--- config.mk ---
export PLATFORM = sky130hd
export DESIGN_NAME = sensor_init_record_parser_flat
export DESIGN_NICKNAME = d
export VERILOG_FILES = /design/src/hw/rtl/sirp_pkg.sv /design/src/hw/rtl/sirp_in_if.sv /design/src/hw/rtl/sirp_out_if.sv /design/src/hw/rtl/sensor_init_record_parser.sv /design/src/hw/rtl/sirp_front.sv /design/src/hw/rtl/sirp_queue.sv /design/src/hw/rtl/sirp_back.sv /design/src/flat_wrapper.sv
export SDC_FILE = /design/constraint.sdc
export NUM_CORES = 1
export LEC_CHECK = 0
export BUFFER_PORTS_ARGS = -buffer_cell sky130_fd_sc_hd__buf_2
export CAP_MARGIN = 20
export CELL_PAD_IN_SITES_DETAIL_PLACEMENT = 1
export CELL_PAD_IN_SITES_GLOBAL_PLACEMENT = 1
export CORE_UTILIZATION = 49
export CTS_BUF_LIST = sky130_fd_sc_hd__clkbuf_16
export CTS_CLUSTER_SIZE = 8
export DETAILED_ROUTE_END_ITERATION = 8
export PLACE_DENSITY = 0.88
export SLEW_MARGIN = 20
export SYNTH_ARGS = -nofsm -noshare
export SYNTH_HDL_FRONTEND = slang
export SYNTH_SLANG_ARGS = --single-unit
--- constraint.sdc ---
create_clock -name clk_i -period 4.2 [get_ports clk_i]
set_input_delay 0.84 -clock clk_i [delete_from_list [all_inputs] [get_ports clk_i]]
set_output_delay 0.84 -clock clk_i [all_outputs]
set_load 0.02 [all_outputs]
--- src/hw/rtl/sirp_pkg.sv ---
// ----------------------------------------------------------------------------
// Sensor init record parser package
// Shared types and constants for the script parser front end, queue and
// back end.
// ----------------------------------------------------------------------------
package sirp_pkg;

  // Result kinds.
  typedef enum logic [1:0] {
    KIND_WRITE = 2'd0,
    KIND_DELAY = 2'd1,
    KIND_END   = 2'd2
  } kind_e;

  // Packet count that marks a delay record.
  localparam logic [31:0] DELAY_MARK = 32'hFFFF_FFFF;

  // Index of the granularity byte within the record header.
  localparam logic [2:0] HDR_GRAN_POS = 3'd4;

  // One classified item, passed from the front end to the back end.
  typedef struct packed {
    kind_e      kind;
    logic [7:0] data;
    logic       pkt_first;
    logic       pkt_last;
    logic       script_end;
    logic       truncated;
  } cmd_t;

endpackage : sirp_pkg

--- src/hw/rtl/sirp_in_if.sv ---
// ----------------------------------------------------------------------------
// Script byte channel
// Valid/ready channel that carries one script byte and its end-of-buffer mark.
// ----------------------------------------------------------------------------
interface sirp_in_if;
  logic       valid;
  logic       ready;
  logic [7:0] data_byte;
  logic       last_in_buffer;

  modport source (output valid, output data_byte, output last_in_buffer, input ready);
  modport sink (input valid, input data_byte, input last_in_buffer, output ready);
endinterface : sirp_in_if

--- src/hw/rtl/sirp_out_if.sv ---
// ----------------------------------------------------------------------------
// Parser result channel
// Valid/ready channel that carries one write, delay or end-of-script item.
// ----------------------------------------------------------------------------
interface sirp_out_if;
  logic       valid;
  logic       ready;
  logic [1:0] kind;
  logic [6:0] device_address;
  logic [7:0] write_byte;
  logic       packet_first;
  logic       packet_last;
  logic [7:0] delay_ms;
  logic       script_end;
  logic       truncated;

  modport source (
    output valid, output kind, output device_address, output write_byte,
    output packet_first, output packet_last, output delay_ms,
    output script_end, output truncated, input ready
  );
  modport sink (
    input valid, input kind, input device_address, input write_byte,
    input packet_first, input packet_last, input delay_ms,
    input script_end, input truncated, output ready
  );
endinterface : sirp_out_if

--- src/hw/rtl/sensor_init_record_parser.sv ---
// ----------------------------------------------------------------------------
// Sensor init record parser
// Path: a result item is registered in the command queue and then in the back end output register.
// Throughput: one script byte per cycle while the command queue has room; the
// front end parses each byte as it is taken and the queue absorbs output stalls until it fills.
// Reset: asynchronous, active low; parse state and device address clear to 0.
// ----------------------------------------------------------------------------
module sensor_init_record_parser #(
  parameter int QueueDepth = 4
) (
  input  logic       clk_i,
  input  logic       rst_ni,
  input  logic       cfg_we_i,
  input  logic [6:0] cfg_wdata_i,
  sirp_in_if.sink    in_i,
  sirp_out_if.source out_o
);

  logic           push_valid;
  logic           push_ready;
  sirp_pkg::cmd_t push_cmd;
  logic           pop_valid;
  logic           pop_ready;
  sirp_pkg::cmd_t pop_cmd;

  // Byte parsing and classification.
  sirp_front u_front (
    .clk_i        (clk_i),
    .rst_ni       (rst_ni),
    .in_i         (in_i),
    .push_valid_o (push_valid),
    .push_ready_i (push_ready),
    .push_cmd_o   (push_cmd)
  );

  // Command queue between the two halves.
  sirp_queue #(
    .Depth (QueueDepth)
  ) u_queue (
    .clk_i        (clk_i),
    .rst_ni       (rst_ni),
    .push_valid_i (push_valid),
    .push_ready_o (push_ready),
    .push_cmd_i   (push_cmd),
    .pop_valid_o  (pop_valid),
    .pop_ready_i  (pop_ready),
    .pop_cmd_o    (pop_cmd)
  );

  // Result formatting and output register.
  sirp_back u_back (
    .clk_i       (clk_i),
    .rst_ni      (rst_ni),
    .cfg_we_i    (cfg_we_i),
    .cfg_wdata_i (cfg_wdata_i),
    .pop_valid_i (pop_valid),
    .pop_ready_o (pop_ready),
    .pop_cmd_i   (pop_cmd),
    .out_o       (out_o)
  );

endmodule : sensor_init_record_parser

--- src/hw/rtl/sirp_front.sv ---
// ----------------------------------------------------------------------------
// Parser front end
// Accepts script bytes, tracks header and record position and turns write
// payload bytes, delay values and the final byte into back end commands.
// ----------------------------------------------------------------------------
module sirp_front (
  input  logic            clk_i,
  input  logic            rst_ni,
  sirp_in_if.sink         in_i,
  output logic            push_valid_o,
  input  logic            push_ready_i,
  output sirp_pkg::cmd_t  push_cmd_o
);

  logic [2:0]  hdr_pos_q, hdr_pos_d;
  logic [31:0] count_q, count_d;
  logic [7:0]  gran_q, gran_d;
  logic [31:0] remain_q, remain_d;
  logic [7:0]  byte_idx_q, byte_idx_d;
  logic        in_payload_q, in_payload_d;
  logic        is_delay_q, is_delay_d;

  logic        accept;
  logic        have;
  logic        pkt_first;
  logic        pkt_last;
  logic        hdr_delay;
  logic [31:0] hdr_remain;
  sirp_pkg::cmd_t cmd;

  // A byte is taken whenever the queue has room.
  assign in_i.ready = push_ready_i;
  assign accept     = in_i.valid && push_ready_i;

  // Record parsing for the byte on the input.
  always_comb begin
    hdr_pos_d    = hdr_pos_q;
    count_d      = count_q;
    gran_d       = gran_q;
    remain_d     = remain_q;
    byte_idx_d   = byte_idx_q;
    in_payload_d = in_payload_q;
    is_delay_d   = is_delay_q;
    have         = 1'b0;
    cmd          = '0;
    cmd.kind     = sirp_pkg::KIND_WRITE;
    cmd.data     = in_i.data_byte;
    pkt_first    = (byte_idx_q == 8'd0);
    pkt_last     = (({1'b0, byte_idx_q} + 9'd1) >= {1'b0, gran_q});
    hdr_delay    = (count_q == sirp_pkg::DELAY_MARK);
    hdr_remain   = '0;

    if (!in_payload_q) begin
      if (hdr_pos_q < sirp_pkg::HDR_GRAN_POS) begin
        // Count bytes arrive least significant first.
        case (hdr_pos_q[1:0])
          2'd0:    count_d[7:0]   = count_q[7:0]   | in_i.data_byte;
          2'd1:    count_d[15:8]  = count_q[15:8]  | in_i.data_byte;
          2'd2:    count_d[23:16] = count_q[23:16] | in_i.data_byte;
          default: count_d[31:24] = count_q[31:24] | in_i.data_byte;
        endcase
        hdr_pos_d = hdr_pos_q + 3'd1;
      end else begin
        // Granularity byte closes the header.
        if (in_i.data_byte == 8'd0) begin
          hdr_remain = '0;
        end else if (hdr_delay) begin
          hdr_remain = 32'd1;
        end else begin
          hdr_remain = count_q;
        end
        gran_d       = in_i.data_byte;
        is_delay_d   = hdr_delay;
        remain_d     = hdr_remain;
        byte_idx_d   = '0;
        hdr_pos_d    = '0;
        count_d      = '0;
        in_payload_d = (hdr_remain != 32'd0);
      end
    end else begin
      // Payload byte: a write, or the delay value on a delay record.
      if (is_delay_q) begin
        if (pkt_first) begin
          have     = 1'b1;
          cmd.kind = sirp_pkg::KIND_DELAY;
        end
      end else begin
        have          = 1'b1;
        cmd.pkt_first = pkt_first;
        cmd.pkt_last  = pkt_last;
      end
      if (pkt_last) begin
        byte_idx_d = '0;
        remain_d   = remain_q - 32'd1;
        if (remain_d == 32'd0) begin
          in_payload_d = 1'b0;
          is_delay_d   = 1'b0;
        end
      end else begin
        byte_idx_d = byte_idx_q + 8'd1;
      end
    end

    // The final byte always yields an item and restarts the parse.
    if (in_i.last_in_buffer) begin
      cmd.truncated  = in_payload_d || (hdr_pos_d != 3'd0);
      cmd.script_end = 1'b1;
      if (!have) begin
        have     = 1'b1;
        cmd.kind = sirp_pkg::KIND_END;
      end
      hdr_pos_d    = '0;
      count_d      = '0;
      gran_d       = '0;
      remain_d     = '0;
      byte_idx_d   = '0;
      in_payload_d = 1'b0;
      is_delay_d   = 1'b0;
    end
  end

  assign push_valid_o = accept && have;
  assign push_cmd_o   = cmd;

  // Parse state.
  always_ff @(posedge clk_i or negedge rst_ni) begin
    if (!rst_ni) begin
      hdr_pos_q    <= '0;
      count_q      <= '0;
      gran_q       <= '0;
      remain_q     <= '0;
      byte_idx_q   <= '0;
      in_payload_q <= 1'b0;
      is_delay_q   <= 1'b0;
    end else if (accept) begin
      hdr_pos_q    <= hdr_pos_d;
      count_q      <= count_d;
      gran_q       <= gran_d;
      remain_q     <= remain_d;
      byte_idx_q   <= byte_idx_d;
      in_payload_q <= in_payload_d;
      is_delay_q   <= is_delay_d;
    end
  end

endmodule : sirp_front

--- src/hw/rtl/sirp_queue.sv ---
// ----------------------------------------------------------------------------
// Command queue
// Small register FIFO between the parser front end and back end.
// ----------------------------------------------------------------------------
module sirp_queue #(
  parameter int Depth = 4
) (
  input  logic            clk_i,
  input  logic            rst_ni,
  input  logic            push_valid_i,
  output logic            push_ready_o,
  input  sirp_pkg::cmd_t  push_cmd_i,
  output logic            pop_valid_o,
  input  logic            pop_ready_i,
  output sirp_pkg::cmd_t  pop_cmd_o
);

  localparam int PtrW = (Depth > 1) ? $clog2(Depth) : 1;
  localparam int CntW = $clog2(Depth + 1);
  localparam logic [PtrW-1:0] LastPtr = PtrW'(Depth - 1);
  localparam logic [CntW-1:0] FullCnt = CntW'(Depth);

  sirp_pkg::cmd_t  entry_q [Depth];
  logic [PtrW-1:0] wr_ptr_q, wr_ptr_d;
  logic [PtrW-1:0] rd_ptr_q, rd_ptr_d;
  logic [CntW-1:0] cnt_q, cnt_d;
  logic            push;
  logic            pop;

  assign push_ready_o = (cnt_q != FullCnt);
  assign pop_valid_o  = (cnt_q != '0);
  assign pop_cmd_o    = entry_q[rd_ptr_q];
  assign push         = push_valid_i && push_ready_o;
  assign pop          = pop_ready_i && pop_valid_o;

  // Pointer and fill count update.
  always_comb begin
    wr_ptr_d = wr_ptr_q;
    rd_ptr_d = rd_ptr_q;
    cnt_d    = cnt_q;
    if (push) begin
      wr_ptr_d = (wr_ptr_q == LastPtr) ? '0 : wr_ptr_q + 1'b1;
    end
    if (pop) begin
      rd_ptr_d = (rd_ptr_q == LastPtr) ? '0 : rd_ptr_q + 1'b1;
    end
    if (push && !pop) begin
      cnt_d = cnt_q + 1'b1;
    end else if (pop && !push) begin
      cnt_d = cnt_q - 1'b1;
    end
  end

  always_ff @(posedge clk_i or negedge rst_ni) begin
    if (!rst_ni) begin
      wr_ptr_q <= '0;
      rd_ptr_q <= '0;
      cnt_q    <= '0;
    end else begin
      wr_ptr_q <= wr_ptr_d;
      rd_ptr_q <= rd_ptr_d;
      cnt_q    <= cnt_d;
    end
  end

  // Entry storage.
  always_ff @(posedge clk_i) begin
    if (push) begin
      entry_q[wr_ptr_q] <= push_cmd_i;
    end
  end

endmodule : sirp_queue

--- src/hw/rtl/sirp_back.sv ---
// ----------------------------------------------------------------------------
// Parser back end
// Holds the device address register and turns queued commands into
// registered result items.
// ----------------------------------------------------------------------------
module sirp_back (
  input  logic            clk_i,
  input  logic            rst_ni,
  input  logic            cfg_we_i,
  input  logic [6:0]      cfg_wdata_i,
  input  logic            pop_valid_i,
  output logic            pop_ready_o,
  input  sirp_pkg::cmd_t  pop_cmd_i,
  sirp_out_if.source      out_o
);

  logic [6:0]     dev_addr_q;
  logic           out_valid_q, out_valid_d;
  sirp_pkg::cmd_t out_cmd_q;
  logic [6:0]     out_addr_q;
  logic           load;

  // Device address register.
  always_ff @(posedge clk_i or negedge rst_ni) begin
    if (!rst_ni) begin
      dev_addr_q <= '0;
    end else if (cfg_we_i) begin
      dev_addr_q <= cfg_wdata_i;
    end
  end

  // The output register refills whenever it is empty or being drained.
  assign pop_ready_o = !out_valid_q || out_o.ready;
  assign load        = pop_valid_i && pop_ready_o;

  always_comb begin
    out_valid_d = out_valid_q;
    if (load) begin
      out_valid_d = 1'b1;
    end else if (out_o.ready) begin
      out_valid_d = 1'b0;
    end
  end

  always_ff @(posedge clk_i or negedge rst_ni) begin
    if (!rst_ni) begin
      out_valid_q <= 1'b0;
    end else begin
      out_valid_q <= out_valid_d;
    end
  end

  always_ff @(posedge clk_i) begin
    if (load) begin
      out_cmd_q  <= pop_cmd_i;
      out_addr_q <= dev_addr_q;
    end
  end

  // Fields that do not apply to the item kind read as zero.
  assign out_o.valid          = out_valid_q;
  assign out_o.kind           = out_cmd_q.kind;
  assign out_o.device_address =
      (out_cmd_q.kind == sirp_pkg::KIND_WRITE) ? out_addr_q : 7'd0;
  assign out_o.write_byte     =
      (out_cmd_q.kind == sirp_pkg::KIND_WRITE) ? out_cmd_q.data : 8'd0;
  assign out_o.delay_ms       =
      (out_cmd_q.kind == sirp_pkg::KIND_DELAY) ? out_cmd_q.data : 8'd0;
  assign out_o.packet_first   = out_cmd_q.pkt_first;
  assign out_o.packet_last    = out_cmd_q.pkt_last;
  assign out_o.script_end     = out_cmd_q.script_end;
  assign out_o.truncated      = out_cmd_q.truncated;

endmodule : sirp_back
--- src/flat_wrapper.sv ---
// flat-port wrapper written by rule: the top's interface ports become plain ports
module sensor_init_record_parser_flat 
#(
  parameter int QueueDepth = 4
)
  (clk_i, rst_ni, cfg_we_i, cfg_wdata_i, in_i_valid, in_i_data_byte, in_i_last_in_buffer, in_i_ready, out_o_valid, out_o_kind, out_o_device_address, out_o_write_byte, out_o_packet_first, out_o_packet_last, out_o_delay_ms, out_o_script_end, out_o_truncated, out_o_ready);
  sirp_in_if in_i_i ();
  sirp_out_if out_o_i ();
  input  logic clk_i;
  input  logic rst_ni;
  input  logic cfg_we_i;
  input  logic [6:0] cfg_wdata_i;
  input wire logic [$bits(in_i_i.valid)-1:0] in_i_valid;
  input wire logic [$bits(in_i_i.data_byte)-1:0] in_i_data_byte;
  input wire logic [$bits(in_i_i.last_in_buffer)-1:0] in_i_last_in_buffer;
  output wire logic [$bits(in_i_i.ready)-1:0] in_i_ready;
  output wire logic [$bits(out_o_i.valid)-1:0] out_o_valid;
  output wire logic [$bits(out_o_i.kind)-1:0] out_o_kind;
  output wire logic [$bits(out_o_i.device_address)-1:0] out_o_device_address;
  output wire logic [$bits(out_o_i.write_byte)-1:0] out_o_write_byte;
  output wire logic [$bits(out_o_i.packet_first)-1:0] out_o_packet_first;
  output wire logic [$bits(out_o_i.packet_last)-1:0] out_o_packet_last;
  output wire logic [$bits(out_o_i.delay_ms)-1:0] out_o_delay_ms;
  output wire logic [$bits(out_o_i.script_end)-1:0] out_o_script_end;
  output wire logic [$bits(out_o_i.truncated)-1:0] out_o_truncated;
  input wire logic [$bits(out_o_i.ready)-1:0] out_o_ready;
  assign in_i_i.valid = in_i_valid;
  assign in_i_i.data_byte = in_i_data_byte;
  assign in_i_i.last_in_buffer = in_i_last_in_buffer;
  assign in_i_ready = in_i_i.ready;
  assign out_o_valid = out_o_i.valid;
  assign out_o_kind = out_o_i.kind;
  assign out_o_device_address = out_o_i.device_address;
  assign out_o_write_byte = out_o_i.write_byte;
  assign out_o_packet_first = out_o_i.packet_first;
  assign out_o_packet_last = out_o_i.packet_last;
  assign out_o_delay_ms = out_o_i.delay_ms;
  assign out_o_script_end = out_o_i.script_end;
  assign out_o_truncated = out_o_i.truncated;
  assign out_o_i.ready = out_o_ready;
  sensor_init_record_parser #(.QueueDepth(QueueDepth)) u_core (.clk_i(clk_i), .rst_ni(rst_ni), .cfg_we_i(cfg_we_i), .cfg_wdata_i(cfg_wdata_i), .in_i(in_i_i), .out_o(out_o_i));
endmodule
Yosys cells after proc, flatten, opt, wreduce, memory -nomap -nowiden

Memories as Yosys holds them, arrays and structs flattened. A register that Yosys moved wholly into a read port is not among the register bits.
Cells that the tools add are included.

Bitwise logic cells: 4
Add/subtract/negate cells: 8
Reduce and logical (&&, ||, !) cells: 30
Muxes and demuxes: 58
Order comparisons: 2
Equality and inequality tests: 16

Operators by type and width:

| cell                                                                     | number |
|---|---|
| 32-bit two-way mux                                                       | 11 |
| 8-bit two-way mux                                                        | 13 |
| 32-bit equality test (second input constant)                             | 1 |
| 32-bit logical NOT                                                       | 1 |
| 8-bit OR                                                                 | 4 |
| 32-bit nonzero test                                                      | 1 |
| 32-bit by 1-bit subtractor with 32-bit output (second input constant)    | 1 |
| 1-bit two-way mux                                                        | 21 |
| 3-bit AND reduction                                                      | 6 |
| 8-bit logical NOT                                                        | 2 |
| 3-bit two-way mux                                                        | 5 |
| 3-bit by 2-bit inequality test with 1-bit output (second input constant) | 5 |
| 2-bit two-way mux                                                        | 7 |
| 8-bit by 1-bit adder with 9-bit output (second input constant)           | 1 |
| 9-bit by 8-bit greater-or-equal comparator with 1-bit output             | 1 |
| 3-bit inequality test (second input constant)                            | 3 |
| 8-bit by 1-bit adder with 8-bit output (second input constant)           | 1 |
| 7-bit two-way mux                                                        | 1 |
| 3-bit by 1-bit adder with 3-bit output (second input constant)           | 2 |
| 2-bit equality test (second input constant)                              | 3 |
| 1-bit logical AND                                                        | 6 |
| 3-bit nonzero test                                                       | 2 |
| 2-bit by 1-bit adder with 2-bit output (second input constant)           | 2 |
| 2-bit by 1-bit equality test with 1-bit output (second input constant)   | 2 |
| 10 further kinds                                                         | 16 |

Output and inout bits: 31
Flip-flop bits (word level): 107
Logic and storage cells: 135
Memory bits (writable): 56
Memories kept: 1
Input port bits: 21

Memories:

| memory                 | depth | bits a word | read ports | clocked after memory_dff | wr ports | RTL line         | RTL |
|---|---|---|---|---|---|---|---|
| u_core.u_queue.entry_q | 4     | 14          | 1          | 1                        | 1        | sirp_queue.sv:23 | `sirp_pkg::cmd_t entry_q [Depth];` |

Depth between registers and ports, before layout

Gate-level depths: netlist (run 1).

Depth after elaboration: 11
Mapped depth: 14
Mapped depth without buffers: 12

By module

A second synthesis (run 1) with hierarchy kept.

Cell total of the unflattened synthesis: 787
Area total of the unflattened synthesis: 8673.3 um2

Modules (own cells, without submodules):

| module     | times used | cells an instance | area an instance (um2) | seq. area each (um2) |
|---|---|---|---|---|
| sirp_front | 1          | 610               | 5048.6                 | 2127.0 |
| sirp_queue | 1          | 109               | 2458.6                 | 1856.8 |
| sirp_back  | 1          | 68                | 1166.1                 | 830.8 |

Least setup slack after synthesis (run 1)

OpenSTA, ideal clock, no wires.

Path kind: input-to-reg
Start point: input port out_o_ready
End point: register u_core.u_queue.cnt_q[1]
Path buffers: 0
Required time: 4075 ps
Cell stages on the path: 7
Library setup time: 125 ps
Arrival: 3133 ps
Setup slack: 942 ps
Path through: inv_1 a21oi_1 inv_1 ha_1 inv_1 fa_1 mux2_2

Longest elaborated chain between the ends: 5
Elaborated cells on any way between the ends: 7
Those cells by class: mux: 1; reduce/logical: 6

Ends and longest elaborated chain:

| element                     | RTL line           | RTL |
|---|---|---|
| from (decl)                 | flat_wrapper.sv:26 | `input wire logic [$bits(out_o_i.ready)-1:0] out_o_ready;` |
| 1-bit logical OR            | sirp_back.sv:33    | `assign pop_ready_o = !out_valid_q \|\| out_o.ready;` |
| 1-bit logical AND           | --                 |  |
| net u_core.u_back.load      | sirp_back.sv:21    | `logic load;` |
| 1-bit logical NOT           | sirp_queue.sv:47   | `if (push && !pop) begin` |
| 1-bit logical AND           | sirp_queue.sv:47   |  |
| 3-bit two-way mux           | sirp_queue.sv:47   |  |
| net u_core.u_queue.cnt_d[1] | sirp_queue.sv:26   | `logic [CntW-1:0] cnt_q, cnt_d;` |
| to (signal assigned)        | sirp_queue.sv:62   | `cnt_q <= cnt_d;` |
| to (decl)                   | sirp_queue.sv:26   |  |

The timed path passes the listed nets, and every way through them passes these cells.
A chain may end at the register's enable or synchronous reset.

Worst setup path after layout (run 1)

Start point: register u_core.u_front.byte_idx_q[4]
End point: register u_core.u_front.remain_q[17]

Longest elaborated chain between the ends: 4

Ends and longest elaborated chain:

| element                                                      | RTL line          | RTL |
|---|---|---|
| from (decl)                                                  | sirp_front.sv:19  | `logic [7:0] byte_idx_q, byte_idx_d;` |
| from (signal assigned)                                       | sirp_front.sv:140 | `byte_idx_q <= byte_idx_d;` |
| 8-bit by 1-bit adder with 9-bit output                       | sirp_front.sv:49  | `pkt_last = (({1'b0, byte_idx_q} + 9'd1) >= {1'b0, gran_q});` |
| 9-bit by 8-bit greater-or-equal comparator with 1-bit output | sirp_front.sv:49  |  |
| 3-bit by 2-bit inequality test with 1-bit output (no line)   | --                |  |
| 3-bit AND reduction (no line)                                | --                |  |
| to (signal assigned)                                         | sirp_front.sv:139 | `remain_q <= remain_d;` |
| to (decl)                                                    | sirp_front.sv:18  | `logic [31:0] remain_q, remain_d;` |

No other way between the ends.

==> results of run 1 <==
-- metal layers --
metal / vias to the layer above / part of all wire / GRT usage / wire (um)
li1: 2967 / - / - / -
met1: 3341 / 0.41 / 0.372 / 10100
met2: 268 / 0.49 / 0.473 / 12000
met3: 64 / 0.065 / 0.0597 / 1590
met4: 0 / 0.031 / 0.125 / 761
met5: - / 0 / 0 / 0
-- sequential cells by signal, indices dropped and copies added (netlist names), 2 cells and up --
| signal | cells |
|---|---|
| u_core.u_front.hdr_pos_q | 3 |
| u_core.u_back.dev_addr_q | 7 |
| u_core.u_queue.cnt_q | 3 |
| u_core.u_back.out_addr_q | 7 |
| u_core.u_queue.rd_ptr_q | 2 |
| u_core.u_queue.entry_q | 56 |
| u_core.u_back.out_o.kind | 2 |
| u_core.u_back.out_cmd_q | 8 |
| u_core.u_queue.wr_ptr_q | 2 |
| u_core.u_front.remain_q | 32 |
| u_core.u_front.count_q | 32 |
| u_core.u_front.byte_idx_q | 8 |
| u_core.u_front.gran_q | 8 |
-- per-stage QoR --
step | std cells | worst slack (ns) | cell area (sq um) | power, W
2_1_floorplan | 780 | 0.942 | 8610 | 0.00447
3_3_place_gp | 1029 | 0.891 | 9090 | 0.00520
3_5_place_dp | 1029 | 0.586 | 9090 | 0.00534
4_1_cts | 1061 | 0.382 | 9670 | 0.00694
5_1_grt | 1061 | 0.136 | 9670 | 0.00732
6_report | 1061 | 0.381 | 9670 | 0.00697
-- how the worst max path moves through the flow --
stage / end
2_1_floorplan: u_core.u_queue.cnt_q[1]
3_3_place_gp: u_core.u_front.remain_q[7]
3_5_place_dp: u_core.u_front.remain_q[6]
4_1_cts: u_core.u_front.remain_q[17]
5_1_grt: u_core.u_front.remain_q[15]
6_report: u_core.u_front.remain_q[17]
-- power by group through the flow --
stage / registers (W) / clock network [W] / logic, W
6_report: 0.00287 / 0.00158 / 0.00252
2_1_floorplan: 0.00261 / 0 / 0.00186
3_5_place_dp: 0.00288 / 0 / 0.00246
4_1_cts: 0.00285 / 0.00160 / 0.00249
3_3_place_gp: 0.00285 / 0 / 0.00235
5_1_grt: 0.00292 / 0.00165 / 0.00275
-- layout by cell type, fill, tap and decap left out, types with 4 or more instances in the layout --
cell,instances
nand2b_1,13
a32oi_1,5
or3_1,4
nor3_1,17
mux4_2,14
a22oi_1,9
nor4_1,19
nand4_1,15
nand2_1,45
nor4b_1,5
nor2b_1,8
o31ai_1,11
nor3_2,4
inv_8,10
and2_1,30
xnor2_1,9
buf_4,13
o21ai_0,72
clkbuf_16,17
nor4_2,4
inv_1,25
nand3_1,8
mux2_2,11
ha_1,23
and3_1,10
a21oi_1,59
nor2_1,80
edfxtp_1,77
dfrtp_1,100
xor2_1,7
buf_2,50
-- cell families after synthesis --
logic type | share of synthesized area
AND/OR/NAND/NOR | 0.174
XOR/XNOR | 0.0163
multiplexers | 0.0521
AO/OA/AOI/OAI | 0.133
adder cells (fa/ha/maj) | 0.0357
flip-flops | 0.559
buffers and inverters | 0.0301
-- final cells by class --
class,instances,area share
multi-input cells,539,0.367
repair buffers,63,0.0360
clock buffers,17,0.0440
flip-flops and latches,177,0.498
inverters,25,0.00971
clock inverters,15,0.0159
well taps,225,0.0291
==> metrics.cfg, run 1 <==
[run_status]
status=completed

[sta]
slew_headroom=0.332
finalCriticalPeriod_ns=3.82
hold_ws_ns=0.399
setup_violations=0
drv_slew=0
tns_ns=0
rsz0062_at_grt=false
worstMarginPinSlew_ns=1.00
final-hold-violation-count=0
period_share=0.909
max_freq_mhz=262
skew_ns=0.0150

[cts]
post_cts_buffers=0
numCtsBuffers=17
clk_pin_slew_ns=0.08
ctsLongestPathBuffers=2
cts_tree=done
cts_max_level=4
cts_root_buf=clkbuf_16
ctsHoldBuffers=0
clk_latency_ns=0.45
post_cts_resized=0
cts_sinks=177

[final_layout]
nets=868
multi_input_area_sq_mm=0.00355
register_area_sq_mm=0.00481
nFillCells=1824
area_growth_pct=12.2
drive_gt1_frac=0.165
utilization=0.561
n_antenna_cell=0

[worst_hold_path]
hold_class=in -> async

[setup_path]
regToRegSetupSlack_ns=0.38
worst_ep_required_time_ns=4.56
cpPeakStageDelay_ns=0.46
r2r-end=u_core.u_front.remain_q[17]
crit_family=simple AND/OR/NAND/NOR gates
path_depth=13
reg2reg_depth=13
critPathCaptureType=register
cp-start-kind=register
cp.arrival_ns=4.18
critPathMaxFanout=23
crit_type=reg -> reg
cp-startpoint=u_core.u_front.byte_idx_q[4]
path_cells=and3_1, nand3_1, nor2_1, xor2_1, ha_1, and3_1, a221oi_1, o211ai_1, nand2b_1, nand2b_2, buf_4, o21ai_0, o21ai_0
slowest_stage=dfrtp_1
cp.buffers_inverters=1
timing.rr.start=u_core.u_front.byte_idx_q[4]

[logic_synthesis]
synth_seq_cells=177
yosys-top-cells-area=dfrtp_1 29%, edfxtp_1 27%, o21ai_0 4.2%
ys_seq_area_frac=0.559
synth-edff-count=77
synthDistinctLibCells=65
avgSynthCellArea_sq_um=11.0
netlist_top_cells_count=100 x dfrtp_1, 81 x nor2_1, 77 x edfxtp_1
synth_area_sq_mm=0.00861
syn-num-nets=825
synthesis.instances=780
synthArstFlopShare=0.565
yosysMostFrequentCell=dfrtp_1
synth_top_area_frac=0.291
synth_top_area_cell=dfrtp_1
ys_warn_count=0
synthFlopType=dfrtp_1

[routing]
drtIter0Drc=613
viasPerCell=6.26
vias=6640
wl_per_cell_um=23.1
remaining_drc_errors=0
antenna_left=0
drt_pass1_iterations=5
routed_wl_mm=24.5

[global_routing]
grt_max_degree=40
antenna_found_initial=0
grt_first_pass_wirelength_mm=39.0
grt_pass1_vias=6783
grt_usage=0.288
grt_remaining_overflow=0

[pwr]
p_seq_frac=0.412
p_sw_w=0.00295
peakVddDrop_mv=0.372
p_sw_frac=0.424
power_leakage_nw=3.95
power_density_mw_per_mm2=721
comb_power_share=0.361
cell_internal_pwr_w=0.00402
clock_power_share=0.227

[placed_design]
gp_congestion=0.890
place_hpwl_mm=16.8
port_buffers=51

[floorplan]
rows=48
dieHeight_um=135
core_sq_mm=0.0172
start_util=0.500
ios=52
dieArea_sq_mm=0.0181
dieWidth_um=135

[job]
cap_violations=0

Power figures use the tool's default switching activity.
==> run 2: changes to the inputs <==
--- a/config.mk
+++ b/config.mk
@@ -6,15 +6,15 @@
 export NUM_CORES = 1
 export LEC_CHECK = 0
 export BUFFER_PORTS_ARGS = -buffer_cell sky130_fd_sc_hd__buf_2
-export CAP_MARGIN = 20
 export CELL_PAD_IN_SITES_DETAIL_PLACEMENT = 1
 export CELL_PAD_IN_SITES_GLOBAL_PLACEMENT = 1
-export CORE_UTILIZATION = 49
+export CORE_UTILIZATION = 53
 export CTS_BUF_LIST = sky130_fd_sc_hd__clkbuf_16
 export CTS_CLUSTER_SIZE = 8
 export DETAILED_ROUTE_END_ITERATION = 8
-export PLACE_DENSITY = 0.88
+export PLACE_DENSITY = 0.93
 export SLEW_MARGIN = 20
 export SYNTH_ARGS = -nofsm -noshare
 export SYNTH_HDL_FRONTEND = slang
+export SYNTH_HIERARCHICAL = 1
 export SYNTH_SLANG_ARGS = --single-unit
==> constraint.sdc (replaced) <==
create_clock -name clk_i -period 4.53 [get_ports clk_i]
set_input_delay 0.906 -clock clk_i [delete_from_list [all_inputs] [get_ports clk_i]]
set_output_delay 0.906 -clock clk_i [all_outputs]
set_load 0.02 [all_outputs]
==> metrics.cfg, run 2 <==
[final_layout]
nFillCells=1672  ; -8.3%
largest_register_ffs=56  ; unchanged
largestRegisters=u_core/u_queue/entry_q x56, u_core/u_front/count_q x32, u_core/u_front/remain_q x32
nets=854  ; -1.6%
utilization=0.600  ; +0.0397
final_common_cell=dfrtp_1
drive_gt1_frac=0.181  ; +0.0162
area_growth_pct=10.4
top_register=u_core/u_queue/entry_q
final_cell_mix=100 x dfrtp_1, 80 x nor2_1, 77 x edfxtp_1, 74 x o21ai_0, 57 x a21oi_1
n_antenna_cell=0  ; unchanged

[cts]
cts_root_buf=clkbuf_16
post_cts_resized=0  ; unchanged
cts_max_level=4  ; unchanged
numCtsBuffers=17  ; unchanged
ctsLongestPathBuffers=2  ; unchanged
cts_tree=done
clk_pin_slew_ns=0.07  ; about the same
cts_sinks=177  ; unchanged
post_cts_buffers=0  ; unchanged
ctsHoldBuffers=0  ; unchanged
clk_latency_ns=0.44  ; about the same

[setup_path]
crit_type=reg -> reg
cp.arrival_ns=4.25  ; +0.07 ns
critPathCaptureType=register
worst_ep_required_time_ns=4.89  ; +0.33 ns
critPathMaxFanout=7  ; -70%
cp-start-kind=register

[sta]
worstMarginPinSlew_ns=1.01  ; +0.00803 ns
final-hold-violation-count=0  ; unchanged
drv_slew=0  ; unchanged
tns_ns=0  ; unchanged
rsz0062_at_grt=false
max_freq_mhz=257  ; -1.7%
skew_ns=0.0115  ; -0.00349 ns
period_share=0.858  ; -0.0514
slew_headroom=0.327  ; -0.00535
setup_violations=0  ; unchanged
finalCriticalPeriod_ns=3.89  ; +0.0672 ns

[logic_synthesis]
synthesis.instances=787  ; +0.90%
synth_top_area_cell=dfrtp_1
avgSynthCellArea_sq_um=11.0  ; -0.20%
synth_seq_cells=177  ; unchanged
synth_top_area_frac=0.289  ; -0.00201
ys_warn_count=6  ; +6
synth_area_sq_mm=0.00867  ; +0.70%
yosys-top-cells-area=dfrtp_1 29%, edfxtp_1 27%, o21ai_0 4.3%
yosysMostFrequentCell=dfrtp_1
synthDistinctLibCells=65  ; unchanged
netlist_top_cells_count=100 x dfrtp_1, 81 x nor2_1, 77 x edfxtp_1
syn-num-nets=832  ; +0.85%
ys_seq_area_frac=0.555  ; -0.00387
synth-edff-count=77  ; unchanged
synthFlopType=dfrtp_1
synthArstFlopShare=0.565  ; unchanged

[global_routing]
grt_first_pass_wirelength_mm=38.9  ; -0.25%
grt_usage=0.314  ; +0.0261
grt_max_degree=79  ; +98%
grt_pass1_vias=7018  ; +3.5%
grt_remaining_overflow=0  ; unchanged
antenna_found_initial=0  ; unchanged

[floorplan]
dieArea_sq_mm=0.0169  ; -6.8%
rows=46  ; -4.2%
dieWidth_um=130  ; -3.5%
core_sq_mm=0.0159  ; -7.5%
dieHeight_um=130  ; -3.5%
start_util=0.544  ; +0.0443
ios=52  ; unchanged

[routing]
wl_per_cell_um=23.7  ; +2.7%
viasPerCell=6.49  ; +3.8%
drt_pass1_iterations=5  ; unchanged
routed_wl_mm=24.6  ; +0.51%
vias=6740  ; +1.5%
remaining_drc_errors=0  ; unchanged
antenna_left=0  ; unchanged
drtIter0Drc=576  ; -6.0%

[pwr]
clock_power_share=0.204  ; -0.023
p_seq_frac=0.381  ; -0.031
p_sw_frac=0.432  ; +0.00862
peakVddDrop_mv=0.338  ; -9.0%
comb_power_share=0.416  ; +0.055
power_leakage_nw=3.90  ; -1.3%
p_total_w=0.00719  ; +3.2%
cell_internal_pwr_w=0.00408  ; +1.6%
power_density_mw_per_mm2=751  ; +4.2%
p_sw_w=0.00311  ; +5.3%

[job]
cap_violations=0  ; unchanged

[placed_design]
place_hpwl_mm=16.7  ; -0.51%
port_buffers=51  ; unchanged
gp_congestion=0.864  ; -3.0%

[run_status]
status=completed

[worst_hold_path]
hold_class=reg -> reg

## run 2: cell count changes in the layout (fill, tap and decap cells not counted), sizes merged, moves of 6 or more
cell	change
buf	-6
o31ai	-6
a22oi	+11
nand3	+10
nor4	+7
nand2b	-8
## run 2: final timing paths
check	from	end	slack [ns]	depth (start not counted)
hold reg to reg	u_core/u_back/dev_addr_q[0]	u_core/u_back/out_addr_q[0]	0.45	0
setup reg to reg	u_core/u_front/byte_idx_q[0]	u_core/u_queue/cnt_q[2]	0.64	13
setup / recovery	u_core/u_front/byte_idx_q[0]	u_core/u_queue/cnt_q[2]	0.64	13
min in group asynchronous	rst_ni	u_core/u_back/dev_addr_q[6]	0.49	1
hold / removal	u_core/u_back/dev_addr_q[0]	u_core/u_back/out_addr_q[0]	0.45	0
max in group asynchronous	rst_ni	u_core/u_front/gran_q[6]	3.19	2
## run 2: kinds of logic (layout without fill, tap and decap cells)
| kind of cell | count (synthesis) | count (layout) | share of synthesized area |
|---|---|---|---|
| and+or+nand+nor | 278 | 278 | 0.170 |
| AOI/OAI and AO/OA | 181 | 181 | 0.121 |
| DFF | 177 | 177 | 0.555 |
| buffers and inverters | 79 | 114 | 0.0433 |
| muxes | 26 | 26 | 0.0528 |
| adders and majority gates | 24 | 24 | 0.0355 |
| xor gates and xnor gates | 22 | 22 | 0.0222 |
## run 2: layer usage
layer | part of all wire | vias to the layer above | GRT usage
met4 | 0.040 | 0 | 0.159
li1 | - | 2904 | -
met5 | 0 | - | 0
met2 | 0.51 | 327 | 0.543
met3 | 0.065 | 87 | 0.0763
met1 | 0.39 | 3422 | 0.366
## run 2: cell type report
type                    count  area, sq um  share of cell area
inverters                  25         93.8             0.00980
well taps                 216          270              0.0282
clock buffers              17          425              0.0444
multi-input cells         531         3490               0.364
repair buffers             57          319              0.0333
clock inverters            15          164              0.0171
flip-flops and latches    177         4810               0.503
## run 2: worst max-delay path, stage by stage (launching register included)
cell	delay, ns
dfrtp_1	0.45
inv_1	0.09
ha_1	0.16
or4b_2	0.58
nor4_1	0.41
o21ai_0	0.28
a21oi_1	0.41
and2_4	0.26
ha_1	0.23
inv_1	0.10
fa_1	0.40
xor2_1	0.18
nor2_1	0.12
xor2_1	0.16
## run 2: through the flow
| stage | worst slack [ns] | hold WS (ns) | instance area (sq um) | std cells |
|---|---|---|---|---|
| floorplan | 1.49 | 0.421 | 8670 | 787 |
| global placement | 1.08 | 0.423 | 8980 | 1006 |
| detailed placement | 0.719 | 0.437 | 8980 | 1006 |
| CTS | 0.657 | 0.453 | 9570 | 1038 |
| global route | 0.399 | 0.476 | 9570 | 1038 |
| finish | 0.643 | 0.449 | 9570 | 1038 |
## run 2: power by group through the flow
stage               Clock [W]  Combinational, W  Sequential, W
finish                0.00147           0.00299        0.00274
CTS                   0.00148           0.00296        0.00272
floorplan                   0           0.00226        0.00247
global route          0.00154           0.00324        0.00279
detailed placement          0           0.00289        0.00274
global placement            0           0.00269        0.00267
==> run 3: changes to the inputs <==
--- a/config.mk
+++ b/config.mk
@@ -8,11 +8,11 @@
 export BUFFER_PORTS_ARGS = -buffer_cell sky130_fd_sc_hd__buf_2
 export CELL_PAD_IN_SITES_DETAIL_PLACEMENT = 1
 export CELL_PAD_IN_SITES_GLOBAL_PLACEMENT = 1
-export CORE_UTILIZATION = 53
+export CORE_UTILIZATION = 30
 export CTS_BUF_LIST = sky130_fd_sc_hd__clkbuf_16
 export CTS_CLUSTER_SIZE = 8
 export DETAILED_ROUTE_END_ITERATION = 8
-export PLACE_DENSITY = 0.93
+export PLACE_DENSITY = 0.61
 export SLEW_MARGIN = 20
 export SYNTH_ARGS = -nofsm -noshare
 export SYNTH_HDL_FRONTEND = slang
==> metrics.cfg, run 3 (synthesis gave the netlist of run 2 again) <==
[run_status]
status=completed

[final_layout]
nFillCells=3161  ; +89%
largest_register_ffs=56  ; unchanged
final_common_cell=dfrtp_1
n_antenna_cell=0  ; unchanged
largestRegisters=u_core/u_queue/entry_q x56, u_core/u_front/count_q x32, u_core/u_front/remain_q x32
top_register=u_core/u_queue/entry_q
final_cell_mix=99 x dfrtp_1, 80 x nor2_1, 77 x edfxtp_1, 74 x o21ai_0, 57 x a21oi_1
drive_gt1_frac=0.191  ; +0.00933
utilization=0.352  ; -0.249
nets=861  ; +0.82%
area_growth_pct=13.9
fin_cells=1207  ; +16%

[pwr]
power_density_mw_per_mm2=730  ; -2.7%
peakVddDrop_mv=0.310  ; -8.3%
power_leakage_nw=3.96  ; +1.5%

[worst_hold_path]
hold_class=reg -> reg

[placed_design]
gp_congestion=0.787  ; -8.8%
port_buffers=51  ; unchanged
place_hpwl_mm=16.1  ; -4.1%
dpl.cell_count=1175  ; +17%
post-place-ws_ns=0.830  ; +0.111 ns

[global_routing]
antenna_found_initial=0  ; unchanged
grt_max_degree=56  ; -29%
grt_usage=0.168  ; -0.147
grt_remaining_overflow=0  ; unchanged
grt_first_pass_wirelength_mm=37.7  ; -3.1%
grt_pass1_vias=6412  ; -8.6%

[sta]
finalCriticalPeriod_ns=3.71  ; -0.174 ns
tns_ns=0  ; unchanged
skew_ns=0.0149  ; +0.00337 ns
setup_violations=0  ; unchanged
period_share=0.820  ; -0.0384
drv_slew=0  ; unchanged
slew_headroom=0.280  ; -0.0465
final-hold-violation-count=0  ; unchanged
rsz0062_at_grt=false
max_freq_mhz=269  ; +4.7%
worstMarginPinSlew_ns=1.08  ; +0.0657 ns
setup_ws_ns=0.818  ; +0.174 ns

[setup_path]
timing.rr.start=u_core/u_front/byte_idx_q[0]
crit_type=reg -> reg
cp-start-kind=register
r2r-end=u_core/u_queue/cnt_q[2]
slowest_stage=or4b_2
critPathCaptureType=register
cp-startpoint=u_core/u_front/byte_idx_q[0]
cp.arrival_ns=4.07  ; -0.18 ns
critPathMaxFanout=7  ; unchanged
cp-endpoint=u_core/u_queue/cnt_q[2]
path_cells=inv_1, ha_1, or4b_2, nor4_1, o21ai_0, a21oi_1, and2_4, ha_1, inv_1, fa_1, xor2_1, nor2_1, xor2_1
regToRegSetupSlack_ns=0.82  ; +0.17 ns
reg2reg_depth=13  ; unchanged
cpPeakStageDelay_ns=0.60  ; +0.02 ns
worst_ep_required_time_ns=4.89  ; about the same

[cts]
numCtsBuffers=17  ; unchanged
cts_sinks=177  ; unchanged
clk_pin_slew_ns=0.08  ; about the same
ctsHoldBuffers=0  ; unchanged
cts_root_buf=clkbuf_16
post_cts_buffers=0  ; unchanged
cts_tree=done
ctsLongestPathBuffers=2  ; unchanged
clk_latency_ns=0.44  ; about the same
post_cts_resized=0  ; unchanged
cts_max_level=4  ; unchanged

[floorplan]
dieArea_sq_mm=0.0296  ; +75%
rows=61  ; +33%
dieHeight_um=172  ; +32%
ios=52  ; unchanged
start_util=0.309  ; -0.235
core_sq_mm=0.0281  ; +76%
dieWidth_um=172  ; +32%

[routing]
drtIter0Drc=406  ; -30%
antenna_left=0  ; unchanged
routed_wl_mm=22.9  ; -6.9%
drt_pass1_iterations=5  ; unchanged
viasPerCell=5.16  ; -21%
wl_per_cell_um=19.0  ; -20%
vias=6230  ; -7.6%
remaining_drc_errors=0  ; unchanged

[job]
cap_violations=0  ; unchanged

-- run 3: cell type report --
cell class / instances / area (sq um) / area share
Clock inverter: 15 / 231 / 0.0234
Multi-Input combinational cell: 531 / 3490 / 0.353
Inverter: 25 / 93.8 / 0.00950
Clock buffer: 17 / 425 / 0.0431
Tap cell: 378 / 473 / 0.0479
Timing Repair Buffer: 64 / 355 / 0.0360
Sequential cell: 177 / 4820 / 0.487
-- run 3: metrics by stage --
step / hold slack, ns / total power [W] / instance area (sq um)
finish: 0.447 / 0.00722 / 9880
floorplan: 0.421 / 0.00473 / 8670
detailed placement: 0.431 / 0.00565 / 9220
global placement: 0.422 / 0.00559 / 9220
global route: 0.459 / 0.00776 / 9880
CTS: 0.450 / 0.00730 / 9880
-- run 3: critical path: cells and delay by family (launching register included) --
family | cells | cell delay (ns)
AND/OR/NAND/NOR | 4 | 1.41
flip-flops | 1 | 0.46
AO/OA/AOI/OAI | 2 | 0.60
buffers and inverters | 2 | 0.16
adder cells (fa/ha/maj) | 3 | 0.70
XOR/XNOR | 2 | 0.32
-- run 3: report_power, final --
part	switching, W	total (W)	internal [W]
combinational	0.00177	0.00292	0.00115
clock	0.000815	0.00160	0.000790
sequential	0.000520	0.00269	0.00217
-- run 3: routing by layer --
layer / wire, um / share of wire / global-route usage / vias to the layer above
li1: - / - / - / 2912
met5: 0 / 0 / 0 / -
met1: 10900 / 0.47 / 0.229 / 3176
met2: 11000 / 0.48 / 0.275 / 125
met4: 250 / 0.011 / 0.0435 / 0
met3: 852 / 0.037 / 0.0279 / 17
-- run 3: how the worst min path moves through the flow --
stage | start | to | slack (ns) | cells after the start
2_1_floorplan | u_core/u_back/dev_addr_q[0] | u_core/u_back/out_addr_q[0] | 0.42 | 0
3_3_place_gp | u_core/u_back/dev_addr_q[2] | u_core/u_back/out_addr_q[2] | 0.42 | 0
6_report | u_core/u_back/dev_addr_q[3] | u_core/u_back/out_addr_q[3] | 0.45 | 0
4_1_cts | u_core/u_back/dev_addr_q[3] | u_core/u_back/out_addr_q[3] | 0.45 | 0
5_1_grt | u_core/u_back/dev_addr_q[2] | u_core/u_back/out_addr_q[2] | 0.46 | 0
3_5_place_dp | u_core/u_back/dev_addr_q[3] | u_core/u_back/out_addr_q[3] | 0.43 | 0
